## src/base64_stream_codec_top_assert.svh

```systemverilog
// Assertion macros shared by the base64 stream codec modules.
// Expects clk_i and rst_ni in the scope of each use; no other dependencies.
`ifndef BASE64_STREAM_CODEC_TOP_ASSERT_SVH
`define BASE64_STREAM_CODEC_TOP_ASSERT_SVH

`ifndef SYNTHESIS

// Same-cycle implication, checked outside reset
`define B64SC_ASSERT_IMPL(name, ante, cons, msg) \
  name: assert property (@(posedge clk_i) disable iff (!rst_ni) (ante) |-> (cons)) \
    else $error(msg);

// Next-cycle implication, checked outside reset
`define B64SC_ASSERT_NEXT(name, ante, cons, msg) \
  name: assert property (@(posedge clk_i) disable iff (!rst_ni) (ante) |=> (cons)) \
    else $error(msg);

`else

`define B64SC_ASSERT_IMPL(name, ante, cons, msg)
`define B64SC_ASSERT_NEXT(name, ante, cons, msg)

`endif

`endif

```

## src/b64sc_pkg.sv

```systemverilog
// Package for the base64 stream codec: payload structs, command format,
// result kinds, register indexes and the alphabet mapping functions.
package b64sc_pkg;

  localparam int OFFSET_BITS = 32;
  localparam int ERR_OFF_W   = 32;
  localparam int CMD_DEPTH   = 4;
  localparam int CMD_PTR_W   = $clog2(CMD_DEPTH);
  localparam int CFG_IDX_W   = 1;

  // Configuration register indexes
  localparam logic [CFG_IDX_W-1:0] REG_DIRECTION = 1'd0;
  localparam logic [CFG_IDX_W-1:0] REG_VARIANT   = 1'd1;

  // Result kinds
  localparam logic [2:0] KIND_DATA     = 3'd0;
  localparam logic [2:0] KIND_END_OK   = 3'd1;
  localparam logic [2:0] KIND_BAD_CHAR = 3'd2;
  localparam logic [2:0] KIND_BAD_LEN  = 3'd3;
  localparam logic [2:0] KIND_STRAY    = 3'd4;

  localparam logic [7:0] PAD_CHAR = 8'h3D;

  typedef struct packed {
    logic [7:0] data_byte;
    logic       has_data;
    logic       last;
  } in_item_t;

  typedef struct packed {
    logic [7:0]           out_byte;
    logic [2:0]           kind;
    logic [ERR_OFF_W-1:0] error_offset;
    logic                 end_mark;
  } out_item_t;

  // Work for the back end: data bytes first, then an optional status
  typedef struct packed {
    logic [3:0][7:0]      data;
    logic [2:0]           n_data;
    logic                 has_status;
    logic [2:0]           kind;
    logic [ERR_OFF_W-1:0] err_off;
  } cmd_t;

  // Map a 6-bit digit to its character
  function automatic logic [7:0] enc_char(logic [5:0] v, logic url);
    logic [7:0] c;
    if (v inside {[6'd0:6'd25]}) begin
      c = 8'h41 + {2'b00, v};
    end else if (v inside {[6'd26:6'd51]}) begin
      c = 8'h61 + {2'b00, v} - 8'd26;
    end else if (v inside {[6'd52:6'd61]}) begin
      c = 8'h30 + {2'b00, v} - 8'd52;
    end else if (v == 6'd62) begin
      c = url ? 8'h2D : 8'h2B;
    end else begin
      c = url ? 8'h5F : 8'h2F;
    end
    return c;
  endfunction

  // Map a character to {valid, digit}
  function automatic logic [6:0] dec_char(logic [7:0] c, logic url);
    logic [7:0] t;
    logic [6:0] r;
    t = 8'h00;
    r = 7'h00;
    if (c inside {[8'h41:8'h5A]}) begin
      t = c - 8'h41;
      r = {1'b1, t[5:0]};
    end else if (c inside {[8'h61:8'h7A]}) begin
      t = c - 8'h61 + 8'd26;
      r = {1'b1, t[5:0]};
    end else if (c inside {[8'h30:8'h39]}) begin
      t = c - 8'h30 + 8'd52;
      r = {1'b1, t[5:0]};
    end else if ((url && c == 8'h2D) || (!url && c == 8'h2B)) begin
      r = {1'b1, 6'd62};
    end else if ((url && c == 8'h5F) || (!url && c == 8'h2F)) begin
      r = {1'b1, 6'd63};
    end
    return r;
  endfunction

endpackage

```

## src/b64sc_front.sv

```systemverilog
// Front end of the base64 stream codec: accepts items, keeps the stream
// state and turns each item into at most one command. Depends on b64sc_pkg.
module b64sc_front import b64sc_pkg::*; (
  input  logic     clk_i,
  input  logic     rst_ni,
  input  logic     direction_i,
  input  logic     variant_i,
  input  logic     in_valid_i,
  input  in_item_t in_item_i,
  input  logic     fifo_full_i,
  output logic     in_stall_o,
  output logic     push_o,
  output cmd_t     cmd_o
);

  logic [1:0]             phase_q, phase_d;
  logic [23:0]            acc_q, acc_d;
  logic [OFFSET_BITS-1:0] pos_q, pos_d;
  logic                   pad_act_q, pad_act_d;
  logic [OFFSET_BITS-1:0] pad_start_q, pad_start_d;
  logic                   err_q, err_d;
  logic [OFFSET_BITS-1:0] err_off_q, err_off_d;
  logic                   accept;
  logic [6:0]             dec;
  logic [OFFSET_BITS-1:0] len_n;
  cmd_t                   cmd;

  assign in_stall_o = fifo_full_i;
  assign accept     = in_valid_i && !fifo_full_i;
  assign dec        = dec_char(in_item_i.data_byte, variant_i);

  // Work out the next stream state and the command for this item
  always_comb begin
    phase_d     = phase_q;
    acc_d       = acc_q;
    pos_d       = pos_q;
    pad_act_d   = pad_act_q;
    pad_start_d = pad_start_q;
    err_d       = err_q;
    err_off_d   = err_off_q;
    len_n       = '0;
    cmd         = '0;
    cmd.kind    = KIND_END_OK;

    if (!direction_i) begin
      // Encode: pack bytes into a 24-bit group
      if (in_item_i.has_data) begin
        if (phase_d == 2'd3) begin
          phase_d = 2'd0;
          acc_d   = '0;
        end
        case (phase_d)
          2'd0:    acc_d[23:16] = acc_d[23:16] | in_item_i.data_byte;
          2'd1:    acc_d[15:8]  = acc_d[15:8]  | in_item_i.data_byte;
          default: acc_d[7:0]   = acc_d[7:0]   | in_item_i.data_byte;
        endcase
        phase_d = phase_d + 2'd1;
        if (phase_d == 2'd3) begin
          cmd.data[0] = enc_char(acc_d[23:18], variant_i);
          cmd.data[1] = enc_char(acc_d[17:12], variant_i);
          cmd.data[2] = enc_char(acc_d[11:6], variant_i);
          cmd.data[3] = enc_char(acc_d[5:0], variant_i);
          cmd.n_data  = 3'd4;
          phase_d     = 2'd0;
          acc_d       = '0;
        end
        pos_d = pos_d + 1'b1;
      end
      // Flush a partial group, pad in the standard variant
      if (in_item_i.last) begin
        if (phase_d == 2'd1 || phase_d == 2'd2) begin
          cmd.data[0] = enc_char(acc_d[23:18], variant_i);
          cmd.data[1] = enc_char(acc_d[17:12], variant_i);
          cmd.data[2] = (phase_d == 2'd2) ? enc_char(acc_d[11:6], variant_i) : PAD_CHAR;
          cmd.data[3] = PAD_CHAR;
          if (!variant_i) begin
            cmd.n_data = 3'd4;
          end else begin
            cmd.n_data = (phase_d == 2'd2) ? 3'd3 : 3'd2;
          end
        end
        cmd.has_status = 1'b1;
        cmd.kind       = KIND_END_OK;
      end
    end else begin
      // Decode: track the pad run, gather digits
      if (in_item_i.has_data) begin
        if (in_item_i.data_byte == PAD_CHAR) begin
          if (!pad_act_d) begin
            pad_act_d   = 1'b1;
            pad_start_d = pos_d;
          end
        end else begin
          if (pad_act_d) begin
            if (!err_d) begin
              err_d     = 1'b1;
              err_off_d = pad_start_d;
            end
            pad_act_d = 1'b0;
          end
          if (!dec[6]) begin
            if (!err_d) begin
              err_d     = 1'b1;
              err_off_d = pos_d;
            end
          end else begin
            acc_d = {acc_d[17:0], dec[5:0]};
            if (phase_d == 2'd3) begin
              if (!err_d) begin
                cmd.data[0] = acc_d[23:16];
                cmd.data[1] = acc_d[15:8];
                cmd.data[2] = acc_d[7:0];
                cmd.n_data  = 3'd3;
              end
              phase_d = 2'd0;
              acc_d   = '0;
            end else begin
              phase_d = phase_d + 2'd1;
            end
          end
        end
        pos_d = pos_d + 1'b1;
      end
      // Check length and errors at end of stream, then flush the tail
      if (in_item_i.last) begin
        len_n          = pad_act_d ? pad_start_d : pos_d;
        cmd.has_status = 1'b1;
        if (!variant_i && pos_d[1:0] != 2'd0) begin
          cmd.kind = KIND_BAD_LEN;
        end else if (len_n[1:0] == 2'd1) begin
          cmd.kind = KIND_STRAY;
        end else if (err_d) begin
          cmd.kind    = KIND_BAD_CHAR;
          cmd.err_off = ERR_OFF_W'(err_off_d);
        end else begin
          cmd.kind = KIND_END_OK;
          if (phase_d == 2'd2) begin
            cmd.data[0] = acc_d[11:4];
            cmd.n_data  = 3'd1;
          end else if (phase_d == 2'd3) begin
            cmd.data[0] = acc_d[17:10];
            cmd.data[1] = acc_d[9:2];
            cmd.n_data  = 3'd2;
          end
        end
      end
    end

    // Drop all stream state once the stream closes
    if (in_item_i.last) begin
      phase_d     = '0;
      acc_d       = '0;
      pos_d       = '0;
      pad_act_d   = 1'b0;
      pad_start_d = '0;
      err_d       = 1'b0;
      err_off_d   = '0;
    end
  end

  assign push_o = accept && (cmd.n_data != 3'd0 || cmd.has_status);
  assign cmd_o  = cmd;

  // Advance stream state on each accepted item
  always_ff @(posedge clk_i or negedge rst_ni) begin
    if (!rst_ni) begin
      phase_q     <= '0;
      acc_q       <= '0;
      pos_q       <= '0;
      pad_act_q   <= 1'b0;
      pad_start_q <= '0;
      err_q       <= 1'b0;
      err_off_q   <= '0;
    end else if (accept) begin
      phase_q     <= phase_d;
      acc_q       <= acc_d;
      pos_q       <= pos_d;
      pad_act_q   <= pad_act_d;
      pad_start_q <= pad_start_d;
      err_q       <= err_d;
      err_off_q   <= err_off_d;
    end
  end

endmodule

```

## src/b64sc_cmd_fifo.sv

```systemverilog
// Command queue between the codec front and back ends.
// Depends on b64sc_pkg and the assertion macro header.
`include "base64_stream_codec_top_assert.svh"

module b64sc_cmd_fifo import b64sc_pkg::*; (
  input  logic clk_i,
  input  logic rst_ni,
  input  logic push_i,
  input  cmd_t push_data_i,
  output logic full_o,
  input  logic pop_i,
  output logic vld_o,
  output cmd_t head_o
);

  cmd_t                 entries_q [CMD_DEPTH];
  logic [CMD_PTR_W-1:0] wr_ptr_q, rd_ptr_q;
  logic [CMD_PTR_W:0]   cnt_q;
  logic                 do_pop;

  assign full_o = (cnt_q == (CMD_PTR_W+1)'(CMD_DEPTH));
  assign vld_o  = (cnt_q != '0);
  assign head_o = entries_q[rd_ptr_q];
  assign do_pop = pop_i && vld_o;

  // Store pushed commands
  always_ff @(posedge clk_i) begin
    if (push_i) begin
      entries_q[wr_ptr_q] <= push_data_i;
    end
  end

  // Advance pointers and occupancy
  always_ff @(posedge clk_i or negedge rst_ni) begin
    if (!rst_ni) begin
      wr_ptr_q <= '0;
      rd_ptr_q <= '0;
      cnt_q    <= '0;
    end else begin
      if (push_i) begin
        wr_ptr_q <= wr_ptr_q + 1'b1;
      end
      if (do_pop) begin
        rd_ptr_q <= rd_ptr_q + 1'b1;
      end
      if (push_i && !do_pop) begin
        cnt_q <= cnt_q + 1'b1;
      end else if (!push_i && do_pop) begin
        cnt_q <= cnt_q - 1'b1;
      end
    end
  end

  `B64SC_ASSERT_IMPL(a_no_push_full, push_i, !full_o, "command pushed into full queue")
  `B64SC_ASSERT_IMPL(a_cnt_bound, 1'b1, cnt_q <= (CMD_PTR_W+1)'(CMD_DEPTH), "queue overrun")

endmodule

```

## src/b64sc_back.sv

```systemverilog
// Back end of the base64 stream codec: expands each command into result items,
// one per cycle unless the output stalls, into an output register. Depends on b64sc_pkg.
`include "base64_stream_codec_top_assert.svh"

module b64sc_back import b64sc_pkg::*; (
  input  logic      clk_i,
  input  logic      rst_ni,
  input  logic      cmd_vld_i,
  input  cmd_t      cmd_i,
  output logic      cmd_pop_o,
  output logic      out_valid_o,
  input  logic      out_stall_i,
  output out_item_t out_item_o
);

  logic [2:0] idx_q;
  logic       out_valid_q;
  out_item_t  out_q;
  logic [2:0] total;
  logic       advance;
  logic       at_end;
  out_item_t  res;

  assign total   = cmd_i.n_data + {2'b00, cmd_i.has_status};
  assign advance = cmd_vld_i && (!out_valid_q || !out_stall_i);
  assign at_end  = (idx_q == total - 3'd1);
  assign cmd_pop_o = advance && at_end;

  // Pick the data byte or the closing status for the current slot
  always_comb begin
    res = '0;
    if (idx_q < cmd_i.n_data) begin
      res.out_byte = cmd_i.data[idx_q[1:0]];
      res.kind     = KIND_DATA;
    end else begin
      res.kind         = cmd_i.kind;
      res.error_offset = cmd_i.err_off;
      res.end_mark     = 1'b1;
    end
  end

  // Load the output register and step through the command
  always_ff @(posedge clk_i or negedge rst_ni) begin
    if (!rst_ni) begin
      idx_q       <= '0;
      out_valid_q <= 1'b0;
    end else begin
      if (advance) begin
        out_valid_q <= 1'b1;
        idx_q       <= at_end ? 3'd0 : idx_q + 3'd1;
      end else if (!out_stall_i) begin
        out_valid_q <= 1'b0;
      end
    end
  end

  always_ff @(posedge clk_i) begin
    if (advance) begin
      out_q <= res;
    end
  end

  assign out_valid_o = out_valid_q;
  assign out_item_o  = out_q;

  `B64SC_ASSERT_IMPL(a_idx_in_cmd, cmd_vld_i, idx_q < total, "slot index past command end")
  `B64SC_ASSERT_IMPL(a_end_is_status, out_valid_q,
                     out_q.end_mark == (out_q.kind != KIND_DATA), "end mark mismatch")
  `B64SC_ASSERT_IMPL(a_data_no_off, out_valid_q && out_q.kind == KIND_DATA,
                     out_q.error_offset == '0, "offset on data result")

endmodule

```

## src/base64_stream_codec_top.sv

```systemverilog
// Base64 stream codec: an accepted item's first result is registered in the command
// queue, then in the back end's output register. The back end emits one result per
// cycle while output is not stalled; encode gives four characters per three bytes.
// A four-entry command queue lets input run ahead while output is stalled.
// Reset clears stream state, the queue and the configuration (encode, standard).
// Depends on b64sc_pkg, b64sc_front, b64sc_cmd_fifo and b64sc_back.
module base64_stream_codec_top import b64sc_pkg::*; (
  input  logic                 clk_i,
  input  logic                 rst_ni,
  input  logic                 cfg_we_i,
  input  logic [CFG_IDX_W-1:0] cfg_idx_i,
  input  logic                 cfg_wdata_i,
  input  logic                 in_valid_i,
  output logic                 in_stall_o,
  input  in_item_t             in_item_i,
  output logic                 out_valid_o,
  input  logic                 out_stall_i,
  output out_item_t            out_item_o
);

  logic direction_q;
  logic variant_q;
  logic fifo_full;
  logic push;
  cmd_t push_cmd;
  logic head_vld;
  cmd_t head_cmd;
  logic pop;

  // Hold configuration registers
  always_ff @(posedge clk_i or negedge rst_ni) begin
    if (!rst_ni) begin
      direction_q <= 1'b0;
      variant_q   <= 1'b0;
    end else if (cfg_we_i) begin
      case (cfg_idx_i)
        REG_DIRECTION: direction_q <= cfg_wdata_i;
        REG_VARIANT:   variant_q   <= cfg_wdata_i;
        default:       ;
      endcase
    end
  end

  b64sc_front u_front (
    .clk_i       (clk_i),
    .rst_ni      (rst_ni),
    .direction_i (direction_q),
    .variant_i   (variant_q),
    .in_valid_i  (in_valid_i),
    .in_item_i   (in_item_i),
    .fifo_full_i (fifo_full),
    .in_stall_o  (in_stall_o),
    .push_o      (push),
    .cmd_o       (push_cmd)
  );

  b64sc_cmd_fifo u_fifo (
    .clk_i       (clk_i),
    .rst_ni      (rst_ni),
    .push_i      (push),
    .push_data_i (push_cmd),
    .full_o      (fifo_full),
    .pop_i       (pop),
    .vld_o       (head_vld),
    .head_o      (head_cmd)
  );

  b64sc_back u_back (
    .clk_i       (clk_i),
    .rst_ni      (rst_ni),
    .cmd_vld_i   (head_vld),
    .cmd_i       (head_cmd),
    .cmd_pop_o   (pop),
    .out_valid_o (out_valid_o),
    .out_stall_i (out_stall_i),
    .out_item_o  (out_item_o)
  );

endmodule

```

## config.mk

```make
export PLATFORM = sky130hd
export DESIGN_NAME = base64_stream_codec_top
export DESIGN_NICKNAME = d
export VERILOG_FILES = /design/src/b64sc_pkg.sv /design/src/b64sc_front.sv /design/src/b64sc_cmd_fifo.sv /design/src/b64sc_back.sv /design/src/base64_stream_codec_top.sv
export VERILOG_INCLUDE_DIRS = /design/src /design/src/src
export SDC_FILE = /design/constraint.sdc
export NUM_CORES = 1
export LEC_CHECK = 0
export BUFFER_PORTS_ARGS = -buffer_cell sky130_fd_sc_hd__buf_2
export CAP_MARGIN = 20
export CORE_MARGIN = 2
export CORE_UTILIZATION = 64
export DETAILED_ROUTE_END_ITERATION = 16
export PLACE_DENSITY = 0.85
export SLEW_MARGIN = 20
export SYNTH_ARGS = -nofsm -noshare
export SYNTH_HDL_FRONTEND = slang
export SYNTH_SLANG_ARGS = --single-unit
export TNS_END_PERCENT = 5
```

## constraint.sdc

```tcl
create_clock -name clk_i -period 9.3 [get_ports clk_i]
set_clock_uncertainty 0.1 [all_clocks]
set_input_delay 0.93 -clock clk_i [delete_from_list [all_inputs] [get_ports clk_i]]
set_output_delay 0.93 -clock clk_i [all_outputs]
set_load 0.02 [all_outputs]
```

# Word-level counts from Yosys, hierarchy flattened
# Memory sizes are Yosys's and may differ from the RTL's.
# Cells that the tools add are included.
[word_totals] input_bits=17 mem_count=1 ram_bits=284 output_inout_bits=46 word_cells=355 reg_bits=181
[classes] bitwise_logic=4 n_reduce_logical=62 magnitude_cmp=50 muxes=141 n_addsub=50 eq_ne=26
[memory_table] name="u_fifo.entries_q" depth=4 width=71 read_ports=1 rd_ports_with_merged_regs=0 wr=1 line_no="b64sc_cmd_fifo.sv:16" source="cmd_t entries_q [CMD_DEPTH];"
[op_table] cell="two-way mux 32 bit" n=22
[op_table] cell="two-way mux 8 bit" n=41
[op_table] cell="two-way mux 24 bit" n=12
[op_table] cell="two-way mux 27 bit" n=5
[op_table] cell="adder 7 x 6 -> 8 bit (first input constant)" n=14
[op_table] cell="two-way mux 35 bit" n=3
[op_table] cell="less-or-equal comparator 6 bit (second input constant)" n=14
[op_table] cell="two-way mux 19 bit" n=4
[op_table] cell="subtractor 8 x 5 -> 8 bit (second input constant)" n=7
[op_table] cell="subtractor 8 x 6 -> 8 bit (second input constant)" n=7
[op_table] cell="two-way mux 55 bit" n=1
[op_table] cell="adder 6 x 6 -> 7 bit (first input constant)" n=7
[op_table] cell="== test 6 bit (second input constant)" n=7
[op_table] cell=">= comparator 6 x 1 -> 1 bit (second input constant)" n=7
[op_table] cell=">= comparator 6 x 5 -> 1 bit (second input constant)" n=7
[op_table] cell=">= comparator 6 bit (second input constant)" n=7
[op_table] cell="less-or-equal comparator 6 x 5 -> 1 bit (second input constant)" n=7
[op_table] cell="two-way mux 7 bit" n=6
[op_table] cell="two-way mux 39 bit" n=1
[op_table] cell="logical AND 1 bit" n=36
[op_table] cell="adder 32 x 1 -> 32 bit (second input constant)" n=1
[op_table] cell="== test 8 x 6 -> 1 bit (second input constant)" n=4
[op_table] cell="two-way mux 31 bit" n=1
[op_table] cell="two-way mux 2 bit" n=15
[op_table] cell="36 further kinds" n=97

# Longest topological paths before layout
[depth] ltp_word=28 ltp_mapped=18 ltp_nobuf=15

# By module
# A second synthesis with hierarchy kept.
[hier_totals] cells_unflattened=2157 hier_area_um2=25012.7
[modules_own_cells] mod="b64sc_front" cells_per_inst=1610 instances=1 area_each_um2=12055.3 seq_area_each_um2=3103.0
[modules_own_cells] mod="b64sc_cmd_fifo" cells_per_inst=405 instances=1 area_each_um2=10650.2 seq_area_each_um2=8703.3
[modules_own_cells] mod="b64sc_back" cells_per_inst=136 instances=1 area_each_um2=2220.9 seq_area_each_um2=1421.4
[modules_own_cells] mod="base64_stream_codec_top" cells_per_inst=6 instances=1 area_each_um2=86.3 seq_area_each_um2=50.0

# Worst setup path before layout
# OpenSTA, ideal clock, no wires.
[synth_path] path_type="input port to flip-flop" start="input port in_item_i[4] in the netlist's numbering" end="memory u_fifo.entries_q[0][0] in the netlist's numbering (enable)" setup_ns=0.437 arrival_time_ns=4.694 path_stages=11 setup_slack_ns=4.069 required_time_ns=8.763 path_cell_list="clkbuf_1 > inv_1 > ha_1 > nor2b_1 > o211ai_1 > a31o_4 > o21ai_2 > nor3_2 > nor3_1 > nor2_2 > and2_1"
[synth_via] elab_chain_len=25 word_cells_on_any_way=58 cone_classes="6 x order compare; 8 x eq/ne; 32 x mux; 12 x reduce/logical"
[synth_lines] item="start, declared" line_no="base64_stream_codec_top.sv:15" source="input in_item_t in_item_i,"
[synth_lines] item="== test 8 x 7 -> 1 bit / == test 8 x 6 -> 1 bit (equally long branches)" line_no="b64sc_pkg.sv:80" source="end else if ((url && c == 8'h5F) || (!url && c == 8'h2F)) begin"
[synth_lines] item="logical AND 1 bit" line_no="b64sc_pkg.sv:80"
[synth_lines] item="logical OR 1 bit" line_no="b64sc_pkg.sv:80"
[synth_lines] item="two-way mux 7 bit" line_no="b64sc_pkg.sv:80"
[synth_lines] item="two-way mux 7 bit" line_no="b64sc_pkg.sv:78" source="end else if ((url && c == 8'h2D) || (!url && c == 8'h2B)) begin"
[synth_lines] item="two-way mux 7 bit" line_no="b64sc_pkg.sv:75" source="end else if (c inside {[8'h30:8'h39]}) begin"
[synth_lines] item="two-way mux 7 bit" line_no="b64sc_pkg.sv:72" source="end else if (c inside {[8'h61:8'h7A]}) begin"
[synth_lines] item="two-way mux 7 bit" line_no="b64sc_pkg.sv:69" source="if (c inside {[8'h41:8'h5A]}) begin"
[synth_lines] item="[10 not listed]"
[synth_lines] item="two-way mux 55 bit (*)" line_no="b64sc_front.sv:125" source="if (in_item_i.last) begin"
[synth_lines] item="two-way mux 31 bit (*)" line_no="b64sc_front.sv:45" source="if (!direction_i) begin"
[synth_lines] item="nonzero test 3 bit (*)" line_no="b64sc_front.sv:161" source="assign push_o = accept && (cmd.n_data != 3'd0 || cmd.has_status);"
[synth_lines] item="logical OR 1 bit (*)" line_no="b64sc_front.sv:161"
[synth_lines] item="logical AND 1 bit (*)" line_no="b64sc_front.sv:161"
[synth_lines] item="via push" line_no="base64_stream_codec_top.sv:24" source="logic push;"
[synth_lines] item="two-way mux 1 bit (*)" line_no="b64sc_cmd_fifo.sv:28" source="if (push_i) begin"
[synth_lines] item="two-way mux 1 bit (implied by the code) (*)" line_no="b64sc_cmd_fifo.sv:29" source="entries_q[wr_ptr_q] <= push_data_i;"
[synth_lines] item="end, declared" line_no="b64sc_cmd_fifo.sv:16"
# The timed path passes the listed nets; every way through them passes the cells marked *. The select of a mux whose other input is x is not followed.

==> flow_summary.yaml <==
run_status:
  status: "completed"
pwr:
  p_total_mw: 8.27
  power_density_nw_per_um2: 293
  leakage_nw: 10.4
  ir_drop_uv: 175
synth:
  yosysUniqueCellTypes: 107
  synth_nets: 2402
  ys_seq_elements: 465
  synth_area_sq_um: 26100
  synthArstFlopShare_pct: 29.5
  synth.avg_cell_area_sq_um: 11.5
  synth.top_cells.by_area: "edfxtp_1 (38%), dfrtp_1 (13%), mux4_2 (6.8%), ha_1 (5.7%), nor2_1 (2.8%)"
  synth-edff-count: 328
  yosysMostFrequentCell: "edfxtp_1"
  yosys_warnings: 0
  synth_sequential_area_ratio_pct: 50.8
  yosysTopAreaCellShare_pct: 37.7
  synth_cells: 2264
  synth_commonest_cells: "edfxtp_1 (328), nor2_1 (193), nand2_1 (188)"
  synth_ff_type: "edfxtp_1"
  yosysTopAreaCell: "edfxtp_1"
clocking:
  htreeDepth: 2
  clkTransAtPathRegs_ns: 0.07
  ctsHoldBuffers: 0
  numCtsBuffers: 46
  cts_resized: 0
  cts-root-buf: "clkbuf_16"
  cts_tree: "built"
  postCtsSetupBuffers: 0
  cts_max_path_buffers: 3
  cts_sinks: 465
  clk_latency_ns: 0.60
finish:
  syn2layout_area_growth_pct: 7.88
  finish.utilization_pct: 69.5
  drive_gt1_share_pct: 14.2
  fillCellCount: 2671
  antennaDiodeCount: 0
  nNetsFinal: 2398
place:
  dp_slack_ns: 3.58
  routabilityCongestion: 1.00
  dp_hpwl_mm: 51.1
  io_buffers: 62
setup_path:
  crit_slowest_cell: "ha_1"
  worstPathCellList: "inv_1 > ha_1 > and3b_1 > a22oi_2 > inv_1 > ha_1 > nor2b_1 > o21ai_0 > a21boi_1 > nand3b_1 > a31oi_1 > a22o_1 > a31oi_1 > o21ai_1"
  critical_path_required_ns: 9.50
  crit_arrival_ns: 6.05
  cp-end-kind: "flip-flop"
  critPathMaxFanout: 22
  crit_family: "compound AO/OA/AOI/OAI gates"
  path_buf_inv: 2
  cp_slowest_stage_delay_ns: 0.86
  critPathKind: "flip-flop to flip-flop"
  cp-start-kind: "flip-flop"
timing:
  timing.setup.tns_ns: 0
  rsz0062_at_grt: "false"
  fin_hold_ws_ns: 0.302
  timing.final.ws_setup_ns: 3.45
  drv_slew: 0
  finalHoldViolCount: 0
  tightest_slew_ns: 1.13
  post-route-period-util_pct: 62.9
  setup_viol: 0
  fin_crit_ns: 5.85
  max_freq_ghz: 0.171
  slew_headroom_pct: 24.2
route:
  avgViaCountPerCell: 7.19
  first_pass_iters: 8
  wirelength_mm: 79.3
  drc_errors: 0
  num_vias: 20300
  ant_nets: 0
  drt-wirelength-per-cell_microns: 28.0
  drt_iter0_drc: 3023
flow_run:
  max_cap_violations: 0
floorplanning:
  die_y_microns: 206
  rows: 74
  initial_core_util_pct: 64.4
  coreArea_sq_um: 40600
  ios: 63
  die_area_sq_um: 42500
  dieWidth_microns: 206
global_route:
  grt_pass1_vias: 19200
  grt_pass1_wl_mm: 119
  grt_max_degree: 89
  grt-ovfl-total: 0
  grtUsageTotal_pct: 37.2
  antenna_found_initial: 2
worst_hold_path:
  holdCritPathClass: "input pin to async pin"
## flip-flops by register name, summed over array words and instances, names as in the netlist, 2 cells and up
signal,count
u_fifo.wr_ptr_q,2
u_fifo.entries_q,284
u_fifo.rd_ptr_q,2
u_back.idx_q,3
u_front.pad_start_q,32
u_front.err_off_q,32
u_front.acc_q,24
u_back.out_item_o,44
u_fifo.cnt_q,3
u_front.phase_q,2
u_front.pos_q,32
## routing by layer
metal / up-vias / share of wire, % / global-route usage [%]
li1: 8583 / - / -
met1: 9879 / 39 / 52.5
met2: 1588 / 45 / 56.9
met3: 276 / 11 / 7.40
met4: 2 / 4.4 / 15.3
met5: - / 0.011 / 0
## kinds of logic (layout without fill, tap and decap cells)
family / Yosys count / in the layout / synth area share, %
buffers and inverters: 228 / 260 / 3.74
XOR/XNOR: 68 / 68 / 2.28
adder cells (fa/ha/maj): 121 / 121 / 5.82
AND/OR/NAND/NOR: 671 / 671 / 12.3
flip-flops: 465 / 465 / 50.8
multiplexers: 109 / 109 / 8.02
AO/OA/AOI/OAI: 602 / 602 / 17.0
## per-stage QoR
stage | std cells | instance area [sq um]
final | 2828 | 28200
after global routing | 2828 | 28200
after CTS | 2826 | 28200
after detailed placement | 2742 | 26700
after global placement | 2742 | 26700
after floorplan | 2264 | 26100
## layout by cell type (no fill, tap or decap), drive strengths merged, types with 7 or more instances in the layout
cell type,instances
buf,84
mux2i,18
mux4,79
or3,13
nor2b,21
nor4,7
clkbuf,59
nor3,46
a211oi,20
a21o,8
o22ai,15
o211ai,24
and2,56
a221oi,20
mux2,12
nand2,189
a31oi,25
a211o,7
a22o,80
ha,120
o311ai,7
a21oi,121
nand4,18
clkinv,15
nor2,196
inv,98
xor2,20
o21ai,103
nand2b,17
nand3,60
and3,16
dfrtp,137
o31ai,12
edfxtp,328
a22oi,66
a21boi,7
xnor2,48
a32oi,15
## final cells by class
cell class | instances | area (sq um) | area share [%]
Sequential cell | 465 | 13300 | 47.1
Multi-Input combinational cell | 1571 | 11900 | 42.3
Clock buffer | 59 | 1250 | 4.43
Tap cell | 532 | 666 | 2.36
Timing Repair Buffer | 84 | 487 | 1.73
Inverter | 92 | 348 | 1.23
Clock inverter | 25 | 240 | 0.852
## path summary, 6_finish.rpt
check	start	end	slack, ns	cells past startpoint
max	u_front.phase_q[0]	u_fifo.entries_q[0][41]	3.45	14
max in group asynchronous	rst_ni	u_fifo.rd_ptr_q[0]	7.53	2
min	rst_ni	u_front.err_off_q[10]	0.30	1
max reg2reg	u_front.phase_q[0]	u_fifo.entries_q[0][41]	3.45	14
min in group clk_i	u_front.err_off_q[29]	u_front.err_off_q[29]	0.40	1
min reg2reg	u_front.err_off_q[29]	u_front.err_off_q[29]	0.40	1
## where the power goes
part / internal (mW) / switching (mW) / leakage [nW]
clock network: 1.02 / 0.852 / 0.732
registers: 2.67 / 0.272 / 4.88
logic: 1.24 / 2.21 / 4.83
Power figures use the tool's default switching activity.
